## src/hw/rtl/scr_pkg.sv

```systemverilog
// ----------------------------------------------------------------------------
// scr_pkg
// Shared constants and controller/datapath interface types for the sector
// cache clock replacement tag store.
// ----------------------------------------------------------------------------
package scr_pkg;

   localparam int ENTRIES   = 32;
   localparam int IDX_W     = $clog2(ENTRIES);
   localparam int SECTOR_W  = 32;
   localparam int SLOT_W    = 5;
   localparam int RSP_DATA_W = 40;

   // Request kinds carried in req_tuser.
   localparam logic OP_READ  = 1'b0;
   localparam logic OP_WRITE = 1'b1;

   // Commands from the controller to the datapath, at most one set per cycle.
   typedef struct packed {
      logic capture;   // latch the incoming request word
      logic hit_upd;   // mark the matching slot and send the hit result
      logic wb;        // send a write-back for the slot under the hand
      logic clr_acc;   // clear the accessed mark under the hand
      logic fill;      // retag the slot under the hand and send the miss result
   } scr_cmd_type;

   // Status from the datapath to the controller.
   typedef struct packed {
      logic hit;
      logic hand_valid;
      logic hand_dirty;
      logic hand_acc;
      logic out_free;
   } scr_stat_type;

endpackage

```

## src/hw/rtl/scr_ctrl.sv

```systemverilog
// ----------------------------------------------------------------------------
// scr_ctrl
// Access sequencer: lookup; on a miss one hand step per unstalled cycle.
// ----------------------------------------------------------------------------
module scr_ctrl (
   input  logic                  clock,
   input  logic                  reset,
   input  logic                  req_tvalid,
   output logic                  req_tready,
   input  scr_pkg::scr_stat_type stat,
   output scr_pkg::scr_cmd_type  cmd
);
   import scr_pkg::*;

   localparam logic [1:0] ST_IDLE = 2'd0;
   localparam logic [1:0] ST_LOOK = 2'd1;
   localparam logic [1:0] ST_SCAN = 2'd2;

   logic [1:0] state_ff;
   logic [1:0] state_in;

   assign req_tready = (state_ff == ST_IDLE);

   always_comb begin
      state_in = state_ff;
      cmd      = '0;
      case (state_ff)
         ST_IDLE: begin
            if (req_tvalid) begin
               cmd.capture = 1'b1;
               state_in    = ST_LOOK;
            end
         end
         ST_LOOK: begin
            if (stat.hit) begin
               // hold until the result register can take the word
               if (stat.out_free) begin
                  cmd.hit_upd = 1'b1;
                  state_in    = ST_IDLE;
               end
            end else begin
               state_in = ST_SCAN;
            end
         end
         ST_SCAN: begin
            if (!stat.hand_valid || (!stat.hand_dirty && !stat.hand_acc)) begin
               if (stat.out_free) begin
                  cmd.fill = 1'b1;
                  state_in = ST_IDLE;
               end
            end else if (stat.hand_dirty) begin
               if (stat.out_free) begin
                  cmd.wb = 1'b1;
               end
            end else begin
               cmd.clr_acc = 1'b1;
            end
         end
         default: begin
            state_in = ST_IDLE;
         end
      endcase
   end

   always_ff @(posedge clock) begin
      if (reset) begin
         state_ff <= ST_IDLE;
      end else begin
         state_ff <= state_in;
      end
   end

endmodule

```

## src/hw/rtl/scr_dpath.sv

```systemverilog
// ----------------------------------------------------------------------------
// scr_dpath
// Tag store, slot marks, clock hand, request latch and result register.
// ----------------------------------------------------------------------------
module scr_dpath (
   input  logic                                clock,
   input  logic                                reset,
   input  scr_pkg::scr_cmd_type                cmd,
   output scr_pkg::scr_stat_type               stat,
   input  logic                                req_tuser,
   input  logic [scr_pkg::SECTOR_W-1:0]        req_tdata,
   output logic                                rsp_tvalid,
   input  logic                                rsp_tready,
   output logic [scr_pkg::RSP_DATA_W-1:0]      rsp_tdata,
   output logic [1:0]                          rsp_tuser,
   output logic                                rsp_tlast
);
   import scr_pkg::*;

   logic                op_ff;
   logic [SECTOR_W-1:0] sec_ff;
   logic [SECTOR_W-1:0] tag_ff [ENTRIES];
   logic [ENTRIES-1:0]  valid_ff, valid_in;
   logic [ENTRIES-1:0]  acc_ff, acc_in;
   logic [ENTRIES-1:0]  dirty_ff, dirty_in;
   logic [IDX_W-1:0]    hand_ff, hand_in;
   logic [IDX_W-1:0]    hand_next;

   logic                ov_ff, ov_in;
   logic                owb_ff;
   logic [SLOT_W-1:0]   oslot_ff;
   logic [SECTOR_W-1:0] osec_ff;
   logic                ohit_ff;
   logic                olast_ff;

   logic [ENTRIES-1:0]  match;
   logic [IDX_W-1:0]    hit_idx;
   logic                load;
   logic [SLOT_W-1:0]   hit_ext, hand_ext;

   // fully associative compare; at most one slot can match
   always_comb begin
      hit_idx = '0;
      for (int i = 0; i < ENTRIES; i++) begin
         match[i] = valid_ff[i] && (tag_ff[i] == sec_ff);
         if (match[i]) begin
            hit_idx = hit_idx | IDX_W'(i);
         end
      end
   end

   assign hand_next = (hand_ff == IDX_W'(ENTRIES - 1)) ? '0 : hand_ff + 1'b1;
   assign hit_ext   = SLOT_W'(hit_idx);
   assign hand_ext  = SLOT_W'(hand_ff);
   assign load      = cmd.hit_upd | cmd.wb | cmd.fill;

   assign stat.hit        = |match;
   assign stat.hand_valid = valid_ff[hand_ff];
   assign stat.hand_dirty = dirty_ff[hand_ff];
   assign stat.hand_acc   = acc_ff[hand_ff];
   assign stat.out_free   = !ov_ff || rsp_tready;

   always_comb begin
      valid_in = valid_ff;
      acc_in   = acc_ff;
      dirty_in = dirty_ff;
      hand_in  = hand_ff;
      if (cmd.hit_upd) begin
         acc_in[hit_idx] = 1'b1;
         if (op_ff == OP_WRITE) begin
            dirty_in[hit_idx] = 1'b1;
         end
      end
      if (cmd.wb) begin
         dirty_in[hand_ff] = 1'b0;
         hand_in           = hand_next;
      end
      if (cmd.clr_acc) begin
         acc_in[hand_ff] = 1'b0;
         hand_in         = hand_next;
      end
      if (cmd.fill) begin
         valid_in[hand_ff] = 1'b1;
         acc_in[hand_ff]   = 1'b1;
         dirty_in[hand_ff] = (op_ff == OP_WRITE);
         hand_in           = hand_next;
      end
   end

   always_comb begin
      ov_in = ov_ff;
      if (load) begin
         ov_in = 1'b1;
      end else if (rsp_tready) begin
         ov_in = 1'b0;
      end
   end

   always_ff @(posedge clock) begin
      if (reset) begin
         valid_ff <= '0;
         acc_ff   <= '0;
         dirty_ff <= '0;
         hand_ff  <= '0;
         ov_ff    <= 1'b0;
      end else begin
         valid_ff <= valid_in;
         acc_ff   <= acc_in;
         dirty_ff <= dirty_in;
         hand_ff  <= hand_in;
         ov_ff    <= ov_in;
      end
   end

   // payload: request latch, tags and result word
   always_ff @(posedge clock) begin
      if (cmd.capture) begin
         op_ff  <= req_tuser;
         sec_ff <= req_tdata;
      end
      if (cmd.fill) begin
         tag_ff[hand_ff] <= sec_ff;
      end
      if (cmd.hit_upd) begin
         owb_ff   <= 1'b0;
         oslot_ff <= hit_ext;
         osec_ff  <= sec_ff;
         ohit_ff  <= 1'b1;
         olast_ff <= 1'b1;
      end else if (cmd.wb) begin
         owb_ff   <= 1'b1;
         oslot_ff <= hand_ext;
         osec_ff  <= tag_ff[hand_ff];
         ohit_ff  <= 1'b0;
         olast_ff <= 1'b0;
      end else if (cmd.fill) begin
         owb_ff   <= 1'b0;
         oslot_ff <= hand_ext;
         osec_ff  <= sec_ff;
         ohit_ff  <= 1'b0;
         olast_ff <= 1'b1;
      end
   end

   assign rsp_tvalid = ov_ff;
   assign rsp_tdata  = {{(RSP_DATA_W - SLOT_W - SECTOR_W){1'b0}}, osec_ff, oslot_ff};
   assign rsp_tuser  = {ohit_ff, owb_ff};
   assign rsp_tlast  = olast_ff;

endmodule

```

## src/hw/rtl/sector_cache_clock_replacement.sv

```systemverilog
// ----------------------------------------------------------------------------
// sector_cache_clock_replacement
// Fully associative sector cache tag store with clock replacement.
// ----------------------------------------------------------------------------
// Each request word is a read or write access to one sector. A hit is a
// latch, then a compare against all 32 tags in parallel, and returns one
// word with hit set. A miss then walks the clock hand one slot per cycle
// while no write-back or fill waits on rsp_tready: a dirty slot sends a write-back
// word and loses its dirty mark, an accessed slot loses its accessed mark,
// and the first empty or clean unaccessed slot is retagged and reported
// with hit clear. On a miss the hand covers at most three turns of the ring,
// and a result word may be held in the result register by rsp_tready.
// Requests are taken one at a time; the last result word marked by rsp_tlast
// may still wait in the result register while the next request is taken.
module sector_cache_clock_replacement (
   input  logic                                clock,
   input  logic                                reset,
   input  logic                                req_tvalid,
   output logic                                req_tready,
   input  logic [scr_pkg::SECTOR_W-1:0]        req_tdata,  // [31:0] sector
   input  logic                                req_tuser,  // [0] opcode (1 = write)
   output logic                                rsp_tvalid,
   input  logic                                rsp_tready,
   output logic [scr_pkg::RSP_DATA_W-1:0]      rsp_tdata,  // [4:0] slot, [36:5] target_sector
   output logic [1:0]                          rsp_tuser,  // [0] is_writeback, [1] hit
   output logic                                rsp_tlast
);
   import scr_pkg::*;

   scr_cmd_type  cmd;
   scr_stat_type stat;

   scr_ctrl u_ctrl (
      .clock      (clock),
      .reset      (reset),
      .req_tvalid (req_tvalid),
      .req_tready (req_tready),
      .stat       (stat),
      .cmd        (cmd)
   );

   scr_dpath u_dpath (
      .clock      (clock),
      .reset      (reset),
      .cmd        (cmd),
      .stat       (stat),
      .req_tuser  (req_tuser),
      .req_tdata  (req_tdata),
      .rsp_tvalid (rsp_tvalid),
      .rsp_tready (rsp_tready),
      .rsp_tdata  (rsp_tdata),
      .rsp_tuser  (rsp_tuser),
      .rsp_tlast  (rsp_tlast)
   );

endmodule
```

## config.mk

```make
export PLATFORM = sky130hd
export DESIGN_NAME = sector_cache_clock_replacement
export DESIGN_NICKNAME = d
export VERILOG_FILES = /design/src/hw/rtl/scr_pkg.sv /design/src/hw/rtl/scr_ctrl.sv /design/src/hw/rtl/scr_dpath.sv /design/src/hw/rtl/sector_cache_clock_replacement.sv
export SDC_FILE = /design/constraint.sdc
export NUM_CORES = 2
export LEC_CHECK = 0
export BUFFER_PORTS_ARGS = -buffer_cell sky130_fd_sc_hd__buf_2
export CORE_MARGIN = 3
export CORE_UTILIZATION = 55
export DETAILED_ROUTE_END_ITERATION = 8
export PLACE_DENSITY = 0.72
export SLEW_MARGIN = 15
export SYNTH_ARGS = -nofsm -noshare
export SYNTH_HDL_FRONTEND = slang
export SYNTH_HIERARCHICAL = 1
export SYNTH_SLANG_ARGS = --single-unit
```

## constraint.sdc

```tcl
create_clock -name clock -period 5.8 [get_ports clock]
set_input_delay 0.58 -clock clock [delete_from_list [all_inputs] [get_ports clock]]
set_output_delay 0.58 -clock clock [all_outputs]
set_load 0.005 [all_outputs]
```

# Word-level counts from Yosys, hierarchy flattened
# Memory sizes are Yosys's and may differ from the RTL's. A register that Yosys moved wholly into a read port is not among the register bits.
# Cells that the tools add are included.
[classes]
addsub = 1
magnitude_cmp = 4
n_eq_ne = 37
n_mux = 122
n_bitwise = 9
n_reduce_logical = 47
[op_table]
columns = ["op", "count"]
rows = [
  ["$eq A32 B32 Y1", 32],
  ["$mux W32", 14],
  ["$mux W5", 28],
  ["$or A32 B32 Y32", 4],
  ["$and A32 B32 Y32", 2],
  ["$mux W1", 45],
  ["$logic_and A1 B1 Y1", 35],
  ["$bwmux W32", 1],
  ["$mux W4", 8],
  ["$not A32 Y32", 1],
  ["$reduce_or A32 Y1", 1],
  ["$mux W2", 15],
  ["$bmux W1 S5", 3],
  ["$mux W3", 5],
  ["$lt A5 B6 Y1 const B", 2],
  ["$demux W1 S5", 2],
  ["$ge A5 B1 Y1 const B", 2],
  ["$pmux W2 S3", 1],
  ["$reduce_bool A3 Y1", 2],
  ["$add A5 B1 Y5 const B", 1],
  ["$eq A5 B5 Y1 const B", 1],
  ["$logic_not A1 Y1", 4],
  ["$eq A2 B1 Y1 const B", 1],
  ["$eq A2 B2 Y1 const B", 1],
  ["7 further kinds", 9],
]
[totals]
register_bits = 177
ramBits = 1024
in_bits = 37
out_inout_bits = 45
word_cells = 234
memories = 1
[memory_table]
columns = ["name", "words", "word_bits", "read_ports", "rd_clocked_by_memory_dff", "write_ports", "line_no", "rtl"]
rows = [
  ["u_dpath.tag_ff", 32, 32, 33, 1, 1, "scr_dpath.sv:22", "logic [SECTOR_W-1:0] tag_ff [ENTRIES];"],
]

# Longest topological paths before layout
# An unclocked memory read counts as a cell.
[depth]
ltp_word = 46
depth_mapped = 19
depth_no_buf = 13

# Modules after synthesis
# The synthesis kept the hierarchy.
[by_module_without_submodules]
columns = ["mod", "instances", "cells_per_inst", "area_per_inst_um2", "seq_area_each_um2"]
rows = [
  ["scr_dpath", 1, 4268, 61955.7, 35053.6],
  ["scr_ctrl", 1, 17, 152.6, 40.0],
]

# Worst setup path before layout
# No wires, ideal clock.
[synth_timing]
kind = "flip-flop to flip-flop"
startpoint = "register u_dpath.sec_ff[20]"
endpoint = "register u_dpath.osec_ff[0] (enable)"
setup_ns = 0.512
t_arrival_ns = 4.390
t_required_ns = 5.288
path_slack_ns = 0.898
path_stages_with_launch = 17
n_path_buf = 5
synth_period_minus_slack_ns = 4.902
path_cell_list = "edfxtp_1 buf_4 buf_6 buf_4 buf_4 xor2_1 nand4b_1 nor4_1 nand4_1 nand4_1 nor4_2 nand2_1 or3_1 and4b_2 inv_1 clkbuf_1 nand2_1"
[synth_rtl]
columns = ["item", "line_no", "rtl"]
rows = [
  ["from (decl)", "scr_dpath.sv:21", "logic [SECTOR_W-1:0] sec_ff;"],
  ["from (signal assigned)", "scr_dpath.sv:119", "sec_ff <= req_tdata;"],
  ["to (signal assigned)", "scr_dpath.sv:133", "osec_ff <= tag_ff[hand_ff];"],
  ["to (decl)", "scr_dpath.sv:32", "logic [SECTOR_W-1:0] osec_ff;"],
]

==> impl_metrics.ini <==
[synth]
yosysUniqueCellTypes = 69
synth_edf_count = 1094
async_flop_share_pct = 0
syn_avg_cell_area_um2 = 14.5
ys_seq_elements = 1206
synth_ff_type = edfxtp_1
synth_area_um2 = 62100
yosysSeqAreaShare_pct = 56.5
synth_warnings = 6
syn_inst = 4285

[floorplanning]
die_h_um = 342
io_pins = 82
die_w_um = 342
initial_core_util_pct = 55.7
dieArea_um2 = 117000
rows = 122
fp.coreArea_um2 = 111000

[placement]
io_buffers = 78
post-dp-hpwl_mm = 186
gp_congestion = 1.02
dp_cells = 5769

[routing]
routedWlPerCell_um = 41.4
vias = 43800
drt_iter0_drc = 8419
vias_per_cell = 7.25
drtPass1Iterations = 6
routed_wl_mm = 250
ant_nets = 0
drc = 0

[sta]
min_period_ns = 5.30
finalCritPeriodShare_pct = 91.4
hold_ws_ns = 0.0714
grt_setup_unrepaired = no
totalNegativeSetupSlack_ns = 0
setup_viol = 0
final-hold-violation-count = 0
relSlewSlack_pct = 16.2
fmax_mhz = 189
worst_pin_slew_ns = 1.25
slew_viol_final = 0
finClkSkew_ns = 0.0231

[critical_path]
r2r-end = u_dpath/acc_ff[20]$_SDFF_PP0_
reg2reg_from = u_dpath/sec_ff[19]$_DFFE_PP_
path_class = reg -> reg
ff2ff_setup_slack_ns = 0.50
cp-start-kind = flip-flop
reg2reg_depth = 14
critPathCaptureType = flip-flop
crit_fanout = 16
arrival_ns = 5.96
cp.required_ns = 6.46

[clock_network]
cts_tree = built
cts_resized = 0
cts_buffer_depth = 3
cts-htree-levels = 4
cts_root_buf = clkbuf_16
cts_buffers = 133
path_clk_slew_ns = 0.06
clock_latency_ns = 0.76
cts.sink_count = 1206

[pwr]
p_seq_share_pct = 48.6
p_per_area_nw_per_um2 = 285
combinationalPowerShare_pct = 8.7
clkPwrFrac_pct = 42.8
leakagePower_uw = 0.0216
switching_share_pct = 24.9
vdd.ir_drop.worst_v = 0.000290
p_sw_uw = 4910
power_uw = 19800
cell_internal_pwr_uw = 14800

[grt]
grt_pass1_wl_mm = 341
grt_antenna_before_repair = 24
grt_util_all_layers_pct = 42.7
grt_max_degree = 69
gr-total-overflow = 0
grt_pass1_vias = 40400

[min_path]
worst_hold_path_type = in -> reg
min_from = req_tdata[8]
min_to = u_dpath/sec_ff[8]$_DFFE_PP_
whs_path_depth = 1

[layout]
n_fill_cell = 8417
layout.nets = 4486
syn_to_final_growth_pct = 11.8
final_cells = 6047
final_layout_size_suffix_gt1_share_pct = 18.9

[status]
outcome = completed

[run]
max_cap_violations = 0
power groups by stage:
| stage | Sequential (uW) | Clock (uW) | Combinational [uW] |
|---|---|---|---|
| after floorplan | 9790 | 0 | 939 |
| after global placement | 9780 | 0 | 1640 |
| after detailed placement | 9780 | 0 | 1630 |
| after CTS | 9600 | 8490 | 1650 |
| after global routing | 9600 | 8840 | 1740 |
| final | 9600 | 8450 | 1710 |
cell type report:
type                            instances  area [um^2]  area share (%)
Tap cell                             1488         1860            2.68
Multi-Input combinational cell       2794        25400            36.7
Timing Repair Buffer                  283         2590            3.73
Sequential cell                      1206        35100            50.6
Inverter                               26         97.6           0.141
Antenna cell                            8         20.0          0.0288
Clock buffer                          179         3630            5.24
Clock inverter                         63          654           0.943
cell usage after synthesis, types with 20 or more instances:
| library cell | number | area share, % |
|---|---|---|
| nor4_1 | 289 | 2.9 |
| nand4_1 | 215 | 2.2 |
| nand3_1 | 71 | 0.57 |
| inv_1 | 26 | 0.16 |
| nor3_1 | 55 | 0.44 |
| xor2_1 | 653 | 9.2 |
| a21oi_1 | 63 | 0.51 |
| mux2i_1 | 32 | 0.52 |
| a211oi_1 | 34 | 0.41 |
| dfxtp_1 | 112 | 3.6 |
| nor2_1 | 166 | 1.0 |
| buf_6 | 66 | 1.2 |
| nand4b_1 | 33 | 0.47 |
| clkbuf_1 | 96 | 0.58 |
| mux4_2 | 344 | 12 |
| xnor2_1 | 360 | 5.1 |
| buf_4 | 53 | 0.64 |
| buf_1 | 29 | 0.18 |
| nand2_1 | 149 | 0.90 |
| or4_1 | 36 | 0.44 |
| and3_1 | 20 | 0.20 |
| o21ai_0 | 56 | 0.45 |
| edfxtp_1 | 1094 | 53 |
| a22oi_1 | 26 | 0.31 |
cells by family (layout without fill, tap and decap cells):
| logic type | after synthesis | in the layout | share of synthesized area, % |
|---|---|---|---|
| compound gates | 228 | 228 | 2.37 |
| xor+xnor | 1014 | 1014 | 14.3 |
| fa+ha+maj | 5 | 5 | 0.101 |
| buf+inv | 287 | 551 | 2.96 |
| flops | 1206 | 1206 | 56.5 |
| mux | 376 | 376 | 13.0 |
| other cells | 1 | 11 | 0.00604 |
| simple gates | 1168 | 1168 | 10.8 |
timing repair:
item	in CTS	in global routing
endpoints found under the hold margin	28	0
hold buffers	28	0
buffers inserted	0	0
critical path, stage by stage, from the launching register on:
cell	delay [ns]
edfxtp_1	1.12
buf_4	0.45
xnor2_1	0.17
nand4_1	0.12
nor4_1	0.67
nand4_1	0.16
or4_1	0.59
nand4_1	0.21
or3_1	0.20
and4b_2	0.24
inv_1	0.12
nor3_1	0.56
buf_4	0.25
a21oi_1	0.08
a221oi_1	0.25
stage by stage:
stage	utilization, %	worst slack (ns)	cell area (um^2)
2_1_floorplan	-	0.898	62100
3_3_place_gp	58.2	0.868	64800
3_5_place_dp	58.2	0.749	64800
4_1_cts	62.3	0.720	69400
5_1_grt	62.3	0.458	69400
6_report	62.3	0.497	69400
cells in the final DEF (no fill, tap or decap), types with 33 or more instances in the layout:
master | netlist | routed
o21ai_0 | 56 | 56
buf_4 | 53 | 131
xnor2_1 | 360 | 360
nand3_1 | 71 | 71
clkbuf_1 | 96 | 36
mux4_2 | 344 | 344
nand2_1 | 149 | 147
nor4_1 | 289 | 289
clkbuf_16 | 0 | 136
or4_1 | 36 | 36
a211oi_1 | 34 | 34
edfxtp_1 | 1094 | 1094
nand4b_1 | 33 | 33
a21oi_1 | 63 | 63
nor2_1 | 166 | 134
buf_2 | 14 | 77
dfxtp_1 | 112 | 105
nand4_1 | 215 | 215
buf_12 | 3 | 47
nor3_1 | 55 | 53
xor2_1 | 653 | 653
worst max path at each step:
stage	start	to	slack [ns]	cells after the start
after floorplan	u_dpath/sec_ff[20]$_DFFE_PP_	u_dpath/osec_ff[0]$_DFFE_PP_	0.90	16
after global placement	u_dpath/sec_ff[24]$_DFFE_PP_	u_dpath/acc_ff[20]$_SDFF_PP0_	0.87	15
after detailed placement	u_dpath/sec_ff[24]$_DFFE_PP_	u_dpath/acc_ff[20]$_SDFF_PP0_	0.75	15
after CTS	u_dpath/sec_ff[24]$_DFFE_PP_	u_dpath/acc_ff[20]$_SDFF_PP0_	0.72	15
after global routing	u_dpath/sec_ff[19]$_DFFE_PP_	u_dpath/acc_ff[4]$_SDFF_PP0_	0.46	14
final	u_dpath/sec_ff[19]$_DFFE_PP_	u_dpath/acc_ff[20]$_SDFF_PP0_	0.50	14
metal layers:
metal  global-route usage [%]  vias up  part of all wire [%]
met5                        0        -                 0.069
met2                     59.3     3779                    42
met4                     15.6       22                   4.2
li1                         -    17100                     -
met3                     14.8      483                    16
met1                     62.4    22500                    38
flip-flops by register name (all words and copies together) (netlist names), 2 cells and up, named ones only:
name              cells
u_ctrl/state_ff       2
u_dpath/dirty_ff     32
u_dpath/sec_ff       32
u_dpath/acc_ff       32
u_dpath/oslot_ff      5
u_dpath/osec_ff      32
u_dpath/valid_ff     32
u_dpath/hand_ext      5
u_dpath/tag_ff     1024
No activity file was read; power rests on OpenSTA's default activity.
